### src/hdl/handheld_bus_decoder_mbc1_defines.svh
// Assertion macros shared by the bus decoder RTL.
`ifndef HANDHELD_BUS_DECODER_MBC1_DEFINES_SVH
`define HANDHELD_BUS_DECODER_MBC1_DEFINES_SVH
`ifndef NO_ASSERTIONS
// Check a property while out of reset.
`define HBD_ASSERT(lbl, clk, rstn, prop) \
    lbl: assert property (@(posedge clk) disable iff (!(rstn)) (prop)) \
        else $error("bus decoder check failed");
// Check a property on every edge, reset included.
`define HBD_ASSERT_ALWAYS(lbl, clk, prop) \
    lbl: assert property (@(posedge clk) (prop)) \
        else $error("bus decoder check failed");
`else
`define HBD_ASSERT(lbl, clk, rstn, prop)
`define HBD_ASSERT_ALWAYS(lbl, clk, prop)
`endif
`endif

### src/hdl/hbd_mbc1_pkg.sv
// Types and constants of the MBC1 bus decoder.
package hbd_mbc1_pkg;

    // Input word of one CPU bus access
    typedef struct packed {
        logic        req_type;
        logic [15:0] bus_address;
        logic [7:0]  write_byte;
        logic        vram_locked;
        logic        oam_locked;
        logic [7:0]  direction_keys;
        logic [7:0]  action_keys;
    } t_req;

    // Result word
    typedef struct packed {
        logic [2:0]  target;
        logic [21:0] mem_offset;
        logic        mem_write;
        logic [7:0]  read_byte;
    } t_rsp;

    // Access classes found by the front end
    typedef enum logic [3:0] {
        OP_MBC,
        OP_ROM,
        OP_VRAM,
        OP_CRAM,
        OP_WRAM,
        OP_OAM,
        OP_DROP,
        OP_IO,
        OP_HRAM,
        OP_IE
    } t_op;

    // Classified access held in the queue
    typedef struct packed {
        t_op         op;
        logic        wr;
        logic [15:0] addr;
        logic [7:0]  data;
        logic [7:0]  dir_keys;
        logic [7:0]  act_keys;
    } t_cmd;

    // Target codes
    localparam logic [2:0] TGT_NONE = 3'd0;
    localparam logic [2:0] TGT_BOOT = 3'd1;
    localparam logic [2:0] TGT_ROM  = 3'd2;
    localparam logic [2:0] TGT_VRAM = 3'd3;
    localparam logic [2:0] TGT_CRAM = 3'd4;
    localparam logic [2:0] TGT_WRAM = 3'd5;
    localparam logic [2:0] TGT_OAM  = 3'd6;

    // Configuration register indexes
    localparam logic CFG_BANK_MODE  = 1'b0;
    localparam logic CFG_HAS_MAPPER = 1'b1;

    // I/O register offsets handled specially
    localparam logic [6:0] IO_JOYP = 7'h00;
    localparam logic [6:0] IO_SC   = 7'h02;
    localparam logic [6:0] IO_IF   = 7'h0F;
    localparam logic [6:0] IO_BOOT = 7'h50;

    localparam logic [3:0] RAM_EN_KEY = 4'hA;
    localparam logic [7:0] BYTE_FF    = 8'hFF;

endpackage

### src/hdl/hbd_mbc1_front.sv
// Front end: classifies a bus access by address region and lock inputs.
module hbd_mbc1_front (
    input  hbd_mbc1_pkg::t_req i_req,
    output hbd_mbc1_pkg::t_cmd o_cmd
);

    logic [15:0] a;

    assign a = i_req.bus_address;

    // Sort the address into its region; fold the video locks in here
    always_comb begin
        o_cmd.wr       = i_req.req_type;
        o_cmd.addr     = a;
        o_cmd.data     = i_req.write_byte;
        o_cmd.dir_keys = i_req.direction_keys;
        o_cmd.act_keys = i_req.action_keys;
        priority if (a <= 16'h7FFF) begin
            o_cmd.op = i_req.req_type ? hbd_mbc1_pkg::OP_MBC : hbd_mbc1_pkg::OP_ROM;
        end else if (a <= 16'h9FFF) begin
            o_cmd.op = i_req.vram_locked ? hbd_mbc1_pkg::OP_DROP : hbd_mbc1_pkg::OP_VRAM;
        end else if (a <= 16'hBFFF) begin
            o_cmd.op = hbd_mbc1_pkg::OP_CRAM;
        end else if (a <= 16'hFDFF) begin
            o_cmd.op = hbd_mbc1_pkg::OP_WRAM;
        end else if (a <= 16'hFE9F) begin
            o_cmd.op = i_req.oam_locked ? hbd_mbc1_pkg::OP_DROP : hbd_mbc1_pkg::OP_OAM;
        end else if (a <= 16'hFEFF) begin
            o_cmd.op = hbd_mbc1_pkg::OP_DROP;
        end else if (a <= 16'hFF7F) begin
            o_cmd.op = hbd_mbc1_pkg::OP_IO;
        end else if (a <= 16'hFFFE) begin
            o_cmd.op = hbd_mbc1_pkg::OP_HRAM;
        end else begin
            o_cmd.op = hbd_mbc1_pkg::OP_IE;
        end
    end

endmodule

### src/hdl/hbd_mbc1_queue.sv
// Two-entry queue between the front end and the back end.
module hbd_mbc1_queue (
    input  logic               i_clk,
    input  logic               i_rst_n,
    input  logic               i_push,
    input  hbd_mbc1_pkg::t_cmd i_cmd,
    output logic               o_full,
    input  logic               i_pop,
    output logic               o_valid,
    output hbd_mbc1_pkg::t_cmd o_cmd
);

    hbd_mbc1_pkg::t_cmd r_slot [2];
    logic [1:0] r_cnt, n_cnt;
    logic       r_wp, r_rp;

    assign o_full  = (r_cnt == 2'd2);
    assign o_valid = (r_cnt != 2'd0);
    assign o_cmd   = r_slot[r_rp];

    // Count words in flight
    always_comb begin
        n_cnt = r_cnt;
        if (i_push && !i_pop) begin
            n_cnt = r_cnt + 2'd1;
        end else if (!i_push && i_pop) begin
            n_cnt = r_cnt - 2'd1;
        end
    end

    // Advance pointers
    always_ff @(posedge i_clk) begin
        if (!i_rst_n) begin
            r_cnt <= 2'd0;
            r_wp  <= 1'b0;
            r_rp  <= 1'b0;
        end else begin
            r_cnt <= n_cnt;
            if (i_push) r_wp <= ~r_wp;
            if (i_pop)  r_rp <= ~r_rp;
        end
    end

    // Hold the payload
    always_ff @(posedge i_clk) begin
        if (i_push) r_slot[r_wp] <= i_cmd;
    end

endmodule

### src/hdl/hbd_mbc1_back.sv
// Back end: bank registers, I/O and high-RAM store, result formatting.
module hbd_mbc1_back #(
    parameter int ROM_BANK_BITS = 8
) (
    input  logic               i_clk,
    input  logic               i_rst_n,
    input  logic               i_cfg_we,
    input  logic               i_cfg_index,
    input  logic               i_cfg_data,
    input  logic               i_cmd_valid,
    input  hbd_mbc1_pkg::t_cmd i_cmd,
    output logic               o_pop,
    output logic               o_out_valid,
    input  logic               i_out_ready,
    output hbd_mbc1_pkg::t_rsp o_out_data
);

    localparam logic [7:0] BANK_MASK = 8'((1 << ROM_BANK_BITS) - 1);

    // Configuration and bank state
    logic       r_bank_mode, r_has_mapper;
    logic [4:0] r_rom_bank;
    logic [1:0] r_ram_bank;
    logic [3:0] r_ram_en;
    logic       r_boot_on;
    logic [7:0] r_irq_en, r_irq_flag;

    // I/O store (lower half) and high RAM (upper half)
    logic [7:0] r_mem [256];
    logic       r_vld [256];
    logic [7:0] r_rdq;
    logic       r_vldq;

    // Result stage
    logic        r_b2_valid;
    logic [2:0]  r_tgt;
    logic [21:0] r_off;
    logic        r_mw;
    logic [7:0]  r_imm;
    logic        r_use_mem, r_joy;
    logic [7:0]  r_dir, r_act;

    // Issue-stage decisions
    logic        adv;
    logic [2:0]  tgt;
    logic [21:0] off;
    logic        mw;
    logic [7:0]  imm;
    logic        use_mem, joy, mem_we;
    logic [7:0]  mem_wd;
    logic [7:0]  idx;
    logic [6:0]  bank7;
    logic [7:0]  bank_m;
    logic [4:0]  low5;
    logic [6:0]  r_io;
    logic [7:0]  rdata, joy_v;

    assign adv   = i_cmd_valid && (!r_b2_valid || i_out_ready);
    assign o_pop = adv;
    assign r_io  = i_cmd.addr[6:0];
    assign idx   = {(i_cmd.op == hbd_mbc1_pkg::OP_HRAM), r_io};
    assign low5  = (i_cmd.data[4:0] == 5'd0) ? 5'd1 : i_cmd.data[4:0];

    // Form the switched ROM bank; zero banks step up by one
    always_comb begin
        bank7 = {r_bank_mode ? r_ram_bank : 2'd0, r_rom_bank};
        if (bank7[4:0] == 5'd0) bank7 = bank7 + 7'd1;
        bank_m = {1'b0, bank7} & BANK_MASK;
    end

    // Decide the result of the word at the queue head
    always_comb begin
        tgt     = hbd_mbc1_pkg::TGT_NONE;
        off     = '0;
        mw      = 1'b0;
        imm     = 8'd0;
        use_mem = 1'b0;
        joy     = 1'b0;
        mem_we  = 1'b0;
        mem_wd  = i_cmd.data;
        case (i_cmd.op)
            hbd_mbc1_pkg::OP_MBC: begin
            end
            hbd_mbc1_pkg::OP_ROM: begin
                if (r_boot_on && i_cmd.addr[15:8] == 8'd0) begin
                    tgt = hbd_mbc1_pkg::TGT_BOOT;
                    off = {6'd0, i_cmd.addr};
                end else if (!i_cmd.addr[14] || !r_has_mapper) begin
                    tgt = hbd_mbc1_pkg::TGT_ROM;
                    off = {6'd0, i_cmd.addr};
                end else begin
                    tgt = hbd_mbc1_pkg::TGT_ROM;
                    off = {bank_m, i_cmd.addr[13:0]};
                end
            end
            hbd_mbc1_pkg::OP_VRAM: begin
                tgt = hbd_mbc1_pkg::TGT_VRAM;
                off = {9'd0, i_cmd.addr[12:0]};
                mw  = i_cmd.wr;
            end
            hbd_mbc1_pkg::OP_CRAM: begin
                if (r_ram_en != hbd_mbc1_pkg::RAM_EN_KEY) begin
                    imm = i_cmd.wr ? 8'd0 : hbd_mbc1_pkg::BYTE_FF;
                end else begin
                    tgt = hbd_mbc1_pkg::TGT_CRAM;
                    off = {7'd0, r_bank_mode ? r_ram_bank : 2'd0, i_cmd.addr[12:0]};
                    mw  = i_cmd.wr;
                end
            end
            hbd_mbc1_pkg::OP_WRAM: begin
                tgt = hbd_mbc1_pkg::TGT_WRAM;
                off = {9'd0, i_cmd.addr[12:0]};
                mw  = i_cmd.wr;
            end
            hbd_mbc1_pkg::OP_OAM: begin
                tgt = hbd_mbc1_pkg::TGT_OAM;
                off = {14'd0, i_cmd.addr[7:0]};
                mw  = i_cmd.wr;
            end
            hbd_mbc1_pkg::OP_DROP: begin
                imm = i_cmd.wr ? 8'd0 : hbd_mbc1_pkg::BYTE_FF;
            end
            hbd_mbc1_pkg::OP_IO: begin
                if (!i_cmd.wr) begin
                    if (r_io == hbd_mbc1_pkg::IO_IF) begin
                        imm = r_irq_flag;
                    end else begin
                        use_mem = 1'b1;
                        joy     = (r_io == hbd_mbc1_pkg::IO_JOYP);
                    end
                end else if (r_io == hbd_mbc1_pkg::IO_JOYP) begin
                    mem_we = 1'b1;
                    mem_wd = (i_cmd.data & 8'h30) | 8'hC0;
                end else if (r_io == hbd_mbc1_pkg::IO_SC) begin
                    mem_we = 1'b1;
                    mem_wd = i_cmd.data & 8'h7F;
                end else if (r_io != hbd_mbc1_pkg::IO_IF && r_io != hbd_mbc1_pkg::IO_BOOT) begin
                    mem_we = 1'b1;
                end
            end
            hbd_mbc1_pkg::OP_HRAM: begin
                if (i_cmd.wr) mem_we = 1'b1;
                else          use_mem = 1'b1;
            end
            hbd_mbc1_pkg::OP_IE: begin
                if (!i_cmd.wr) imm = r_irq_en;
            end
            default: begin
            end
        endcase
    end

    // Update configuration and bank registers
    always_ff @(posedge i_clk) begin
        if (!i_rst_n) begin
            r_bank_mode  <= 1'b0;
            r_has_mapper <= 1'b1;
            r_rom_bank   <= 5'd0;
            r_ram_bank   <= 2'd0;
            r_ram_en     <= 4'd0;
            r_boot_on    <= 1'b1;
            r_irq_en     <= 8'd0;
            r_irq_flag   <= 8'd0;
        end else begin
            if (i_cfg_we) begin
                if (i_cfg_index == hbd_mbc1_pkg::CFG_BANK_MODE) r_bank_mode <= i_cfg_data;
                else r_has_mapper <= i_cfg_data;
            end
            if (adv && i_cmd.wr) begin
                unique case (i_cmd.op)
                    hbd_mbc1_pkg::OP_MBC: begin
                        unique case (i_cmd.addr[14:13])
                            2'd0:    r_ram_en   <= i_cmd.data[3:0];
                            2'd1:    r_rom_bank <= low5;
                            2'd2:    r_ram_bank <= i_cmd.data[1:0];
                            default: begin
                            end
                        endcase
                    end
                    hbd_mbc1_pkg::OP_IO: begin
                        if (r_io == hbd_mbc1_pkg::IO_SC && i_cmd.data[7]) begin
                            r_irq_flag <= r_irq_flag | 8'h08;
                        end
                        if (r_io == hbd_mbc1_pkg::IO_IF)   r_irq_flag <= i_cmd.data;
                        if (r_io == hbd_mbc1_pkg::IO_BOOT) r_boot_on  <= 1'b0;
                    end
                    hbd_mbc1_pkg::OP_IE: r_irq_en <= i_cmd.data;
                    default: begin
                    end
                endcase
            end
        end
    end

    // Mark written entries; unwritten entries read as zero
    always_ff @(posedge i_clk) begin
        if (!i_rst_n) begin
            for (int k = 0; k < 256; k++) r_vld[k] <= 1'b0;
        end else if (adv && mem_we) begin
            r_vld[idx] <= 1'b1;
        end
    end

    // Store memory with registered read
    always_ff @(posedge i_clk) begin
        if (adv && mem_we) r_mem[idx] <= mem_wd;
        if (adv) begin
            r_rdq  <= r_mem[idx];
            r_vldq <= r_vld[idx];
        end
    end

    // Result stage handshake
    always_ff @(posedge i_clk) begin
        if (!i_rst_n) begin
            r_b2_valid <= 1'b0;
        end else if (adv) begin
            r_b2_valid <= 1'b1;
        end else if (i_out_ready) begin
            r_b2_valid <= 1'b0;
        end
    end

    // Hold the result payload
    always_ff @(posedge i_clk) begin
        if (adv) begin
            r_tgt     <= tgt;
            r_off     <= off;
            r_mw      <= mw;
            r_imm     <= imm;
            r_use_mem <= use_mem;
            r_joy     <= joy;
            r_dir     <= i_cmd.dir_keys;
            r_act     <= i_cmd.act_keys;
        end
    end

    // Merge stored data and the joypad keys
    always_comb begin
        rdata = r_vldq ? r_rdq : 8'd0;
        joy_v = rdata | 8'h0F;
        if (!rdata[4]) joy_v = joy_v & r_dir;
        if (!rdata[5]) joy_v = joy_v & r_act;
        joy_v = joy_v | 8'hC0;
    end

    assign o_out_valid          = r_b2_valid;
    assign o_out_data.target    = r_tgt;
    assign o_out_data.mem_offset = r_off;
    assign o_out_data.mem_write = r_mw;
    assign o_out_data.read_byte = r_use_mem ? (r_joy ? joy_v : rdata) : r_imm;

endmodule

### src/hdl/handheld_bus_decoder_mbc1.sv
// Top level of the MBC1 bus decoder: front end, queue and back end.
// One CPU bus access per clock is accepted and answered with exactly one result word,
// in order. An accepted access is held in the queue until the back end issues it,
// which loads the registered store read and the result register together. Sustained
// rate is one word per cycle while the output does not stall. While the output stalls the
// two-entry queue fills and o_in_ready drops. The I/O and high-RAM store needs no
// clearing pass after reset: each of its 256 entries carries a valid bit.
`include "handheld_bus_decoder_mbc1_defines.svh"
module handheld_bus_decoder_mbc1 #(
    parameter int ROM_BANK_BITS = 8
) (
    input  logic               i_clk,
    input  logic               i_rst_n,
    input  logic               i_cfg_we,
    input  logic               i_cfg_index,
    input  logic               i_cfg_data,
    input  logic               i_in_valid,
    output logic               o_in_ready,
    input  hbd_mbc1_pkg::t_req i_in_data,
    output logic               o_out_valid,
    input  logic               i_out_ready,
    output hbd_mbc1_pkg::t_rsp o_out_data
);

    hbd_mbc1_pkg::t_cmd cmd_in, cmd_q;
    logic full, q_valid, pop;

    assign o_in_ready = !full;

    hbd_mbc1_front u_front (
        .i_req (i_in_data),
        .o_cmd (cmd_in)
    );

    hbd_mbc1_queue u_queue (
        .i_clk   (i_clk),
        .i_rst_n (i_rst_n),
        .i_push  (i_in_valid && !full),
        .i_cmd   (cmd_in),
        .o_full  (full),
        .i_pop   (pop),
        .o_valid (q_valid),
        .o_cmd   (cmd_q)
    );

    hbd_mbc1_back #(
        .ROM_BANK_BITS (ROM_BANK_BITS)
    ) u_back (
        .i_clk       (i_clk),
        .i_rst_n     (i_rst_n),
        .i_cfg_we    (i_cfg_we),
        .i_cfg_index (i_cfg_index),
        .i_cfg_data  (i_cfg_data),
        .i_cmd_valid (q_valid),
        .i_cmd       (cmd_q),
        .o_pop       (pop),
        .o_out_valid (o_out_valid),
        .i_out_ready (i_out_ready),
        .o_out_data  (o_out_data)
    );

    `HBD_ASSERT_ALWAYS(a_rst_empty, i_clk, !i_rst_n |=> !o_out_valid && o_in_ready)
    `HBD_ASSERT(a_none_no_wr, i_clk, i_rst_n, o_out_valid && o_out_data.target == hbd_mbc1_pkg::TGT_NONE |-> !o_out_data.mem_write && o_out_data.mem_offset == 22'd0)
    `HBD_ASSERT(a_rom_ro, i_clk, i_rst_n, o_out_valid && (o_out_data.target == hbd_mbc1_pkg::TGT_ROM || o_out_data.target == hbd_mbc1_pkg::TGT_BOOT) |-> !o_out_data.mem_write)
    `HBD_ASSERT(a_ext_no_rd, i_clk, i_rst_n, o_out_valid && o_out_data.target != hbd_mbc1_pkg::TGT_NONE |-> o_out_data.read_byte == 8'd0)

endmodule

### config.mk
export PLATFORM = sky130hd
export DESIGN_NAME = handheld_bus_decoder_mbc1
export DESIGN_NICKNAME = d
export VERILOG_FILES = /design/src/hdl/hbd_mbc1_pkg.sv /design/src/hdl/hbd_mbc1_front.sv /design/src/hdl/hbd_mbc1_queue.sv /design/src/hdl/hbd_mbc1_back.sv /design/src/hdl/handheld_bus_decoder_mbc1.sv
export VERILOG_INCLUDE_DIRS = /design/src /design/src/hdl
export SDC_FILE = /design/constraint.sdc
export NUM_CORES = 2
export LEC_CHECK = 0
export ABC_AREA = 0
export BUFFER_PORTS_ARGS = -buffer_cell sky130_fd_sc_hd__buf_2
export CORE_MARGIN = 4
export CORE_UTILIZATION = 56
export DETAILED_ROUTE_END_ITERATION = 10
export PLACE_DENSITY_LB_ADDON = 0.1
export SYNTH_ARGS = -nofsm -noshare
export SYNTH_HDL_FRONTEND = slang
export SYNTH_SLANG_ARGS = --single-unit
export TNS_END_PERCENT = 1
### constraint.sdc
create_clock -name i_clk -period 26.3 [get_ports i_clk]
set_input_delay 0 -clock i_clk [delete_from_list [all_inputs] [get_ports i_clk]]
set_output_delay 0 -clock i_clk [all_outputs]
set_load 0.03 [all_outputs]
==> results.txt <==
----------------------------------------------------
[GRT]
  Wire length of the first global-routing pass ... 340 mm
  Total congestion overflow ... 0
  Maximum number of pins on one net before global-route repair ... 209
  GRT Resource Usage Total ... 26.6%
  Number of antenna violations at the first check in global routing ... 11
  Number of global-route vias before repair ... 49.5k

[Power]
  Leakage power summed over all cells ... 35.3 nW
  Ratio of total power to cell area ... 96.0 mW/mm^2
  Total design power ... 10.2 mW
  Max rail drop VDD ... 0.0807 mV

[Yosys]
  Number of different library cells in the post-synthesis netlist ... 68
  Largest family of logic cells by synthesized area ... multiplexers
  Mux contribution to synthesized area ... 13.2%
  FFs w/ async S/R, synth ... 0%
  Share of synthesized area occupied by flip-flops and latches ... 75.0%
  Top FF cell, synth ... edfxtp_1
  Xor-xnor portion of the synthesized cell area ... 0.0460%
  Synth Instances ... 5425
  Fraction of the mapped netlist area in simple logic gates ... 3.30%
  Synthesized cell area ... 0.0951 sq mm
  Mean area per synthesized cell ... 17.5 sq um
  Adder-Cell Fraction of Synth Area ... 0.0395%
  Compound-gate portion of the synthesized area ... 6.76%
  Synthesized flop and latch total ... 2472
  Total number of yosys warnings ... 0
  Number of enable-type register cells in the synthesized netlist ... 2180

[STA]
  Final clock period utilization by the worst path ... 26.2%
  Worst slew margin relative to its limit ... 12.8%
  Final hold violation count ... 0
  FMAX ... 0.145 GHz
  Pin slew with the least headroom to its limit ... 1.31 ns
  Setup-violating endpoint count in the final report ... 0
  Setup clock skew after layout ... 0.0375 ns
  Total negative setup slack ... 0 ns
  Unrepaired setup endpoints after global routing ... false
  Number of max-slew violations in the final report ... 0
  Period minus WS final ... 6.89 ns

[Clocking]
  Post-cts sizing count ... 0
  CTS Buffer Depth ... 3
  Clock transition at the register clock pins on the worst setup and hold paths after CTS ... 0.06 ns
  Master cell of the clock root buffer ... clkbuf_16
  Total clock buffers created by CTS ... 237
  Clock latency reported for the late side of the worst-skew pair ... 0.88 ns
  Sink Count ... 2472
  Post-CTS Repair Setup Buffers ... 0
  TritonCTS clock tree ... yes
  H-tree depth ... 4
  CTS Hold Bufs ... 83

[Run status]
  Run status ... complete, no violations

[Final layout]
  Growth of design area from synthesis to finish ... 12.1%
  Area of all sequential standard cells ... 0.0713 sq mm
  Share of final-layout standard cells stronger than drive strength 1 ... 14.1%
  Number of fillers in the final layout ... 11.9k
  Multi-input combinational cell area ... 0.0225 sq mm
  Total number of nets in the final design ... 5645

[Route]
  Remaining antenna violation count ... 0
  Starting DRC count in detailed routing ... 5775
  Final Routed Wirelength ... 235 mm
  Ratio of routed vias to standard cells ... 6.30
  Count of vias placed by the detailed router ... 50.6k
  Initial DRT Pass Iterations ... 7
  Remaining routing DRC violations ... 0
  Routed wirelength normalized by instance count ... 29.3 um

[Place]
  HPWL reported at the end of detailed placement ... 134 mm
  Placer's final routability congestion estimate ... 0.832
  Count of input and output buffers ... 78

[Setup path]
  Setup Crit Path Kind ... reg -> reg
  Register-to-register path setup slack ... 19.41 ns
  Startpoint Class ... flop
  Highest net fanout along the worst path ... 119
  Required time reported for the critical path endpoint ... 26.93 ns
  Crit path DAT ... 7.52 ns
  Type of destination of the critical path ... flop

[Die]
  I/O pins ... 86
  Initial cell density of the core ... 56.3%
  Placement row count ... 151
  Area of the core ... 0.169 sq mm
  Die outline area ... 0.177 sq mm
  Die X-Extent ... 420 um
  Die outline height ... 420 um

[Hold path]
  Worst hold-check path type ... in -> reg

[Job]
  Number of max-cap violations ... 0

----------------------------------------------------
[state kept, by name, indices dropped and copies added, names as in the netlist, 8 cells and up, named ones only]
register and count:
u_back.r_imm 8, u_back.r_irq_en 8, u_back.r_irq_flag 8, u_back.r_mem 2048, u_back.r_off 21, u_back.r_rdq 8
u_back.r_vld 256, u_queue.r_slot 78
[cells in the final DEF, fill, tap and decap left out, types with 82 or more instances in the layout]
master / instances
a21oi_1: 88
a22oi_1: 82
clkbuf_1: 83
clkbuf_16: 237
dfxtp_1: 291
dlygate4sd3_1: 83
edfxtp_1: 2180
mux2i_1: 748
mux4_2: 216
nand2_1: 141
nor2_1: 353
o21a_1: 243
o22ai_1: 362
o41ai_1: 90
[cells in the mapped netlist, types with 8 or more instances]
master	count	area, sq um
dfxtp_1	292	5850
o22ai_1	363	2270
a21oi_1	88	440
and2_1	8	50.1
buf_2	140	701
buf_4	19	143
edfxtp_1	2180	65500
buf_1	19	71.3
nor2_2	12	75.1
mux2_2	19	214
nand3_1	9	45.0
a22oi_1	82	616
nand2_1	148	556
o41ai_1	91	797
clkbuf_1	146	548
nor2_1	358	1340
nand2b_1	8	50.1
inv_1	15	56.3
nand4_1	59	369
and4_1	10	87.6
nand3_2	12	120
o21ai_0	8	40.0
mux4_2	216	4860
a211oi_1	25	188
mux2i_1	749	7500
o21a_1	243	1820
nor3_1	13	65.1
[final cells by class]
cell class,instances,share of cell area (%)
Antenna cell,2,0.00469
Inverter,15,0.0669
Clock inverter,98,1.20
Multi-Input combinational cell,2623,21.1
Sequential cell,2472,66.9
Timing Repair Buffer,243,1.79
Tap cell,2218,2.60
Clock buffer,357,6.33
[cells by family (layout without fill, tap and decap cells)]
group / Yosys count / count (layout)
multiplexers: 984 / 984
other: 1 / 19
buffers and inverters: 346 / 713
AO/OA/AOI/OAI: 930 / 930
AND/OR/NAND/NOR: 684 / 684
XOR/XNOR: 5 / 5
flip-flops: 2472 / 2472
adder cells (fa/ha/maj): 3 / 3
[routing by layer]
layer  share of wire [%]  vias up  global-route usage, %
li1                    -    22103                      -
met1                  43    26227                   39.0
met2                  46     1907                   40.8
met3                 7.6      363                   4.63
met4                 3.3        2                   8.99
met5              0.0055        -                      0
[path summary, 6_finish.rpt]
| kind | start | to | cells past startpoint |
|---|---|---|---|
| max | flop | u_back.r_rdq[6]$_DFFE_PP_ | 10 |
| min | i_out_ready | u_back.o_out_valid$_SDFFE_PN0P_ | 5 |
| max reg2reg | flop | u_back.r_rdq[6]$_DFFE_PP_ | 10 |
| min reg2reg | u_back.r_vld[198]$_DFF_P_ | u_back.r_vld[198]$_DFF_P_ | 1 |
[report_power, final]
part | leakage, nW | switching (mW) | internal (mW)
logic | 9.40 | 1.44 | 0.619
clock network | 3.90 | 1.48 | 1.98
registers | 22.0 | 0.0599 | 4.66
total | 35.3 | 2.98 | 7.26
[worst max-delay path, cell delays in order, from the launching register on]
cell     delay, ns
dfxtp_4       0.54
mux2_8        0.71
buf_12        0.69
buf_4         0.86
buf_4         0.77
buf_4         0.71
mux2i_1       0.31
o22ai_1       0.13
o41ai_1       0.85
nand4_1       0.50
and4_1        0.33
[per-stage QoR]
step	util, %	instance area [sq um]	setup slack, ns	hold slack [ns]	cells
floorplan	-	95200	16.43	0.0989	5441
global placement	57.8	97700	19.60	0.192	7488
detailed placement	57.8	97700	19.55	0.195	7488
CTS	63.1	107000	19.53	0.0232	8026
global route	63.1	107000	19.21	0.0860	8026
finish	63.1	107000	19.41	0.0806	8028
No activity file was read; power rests on OpenSTA's default activity.
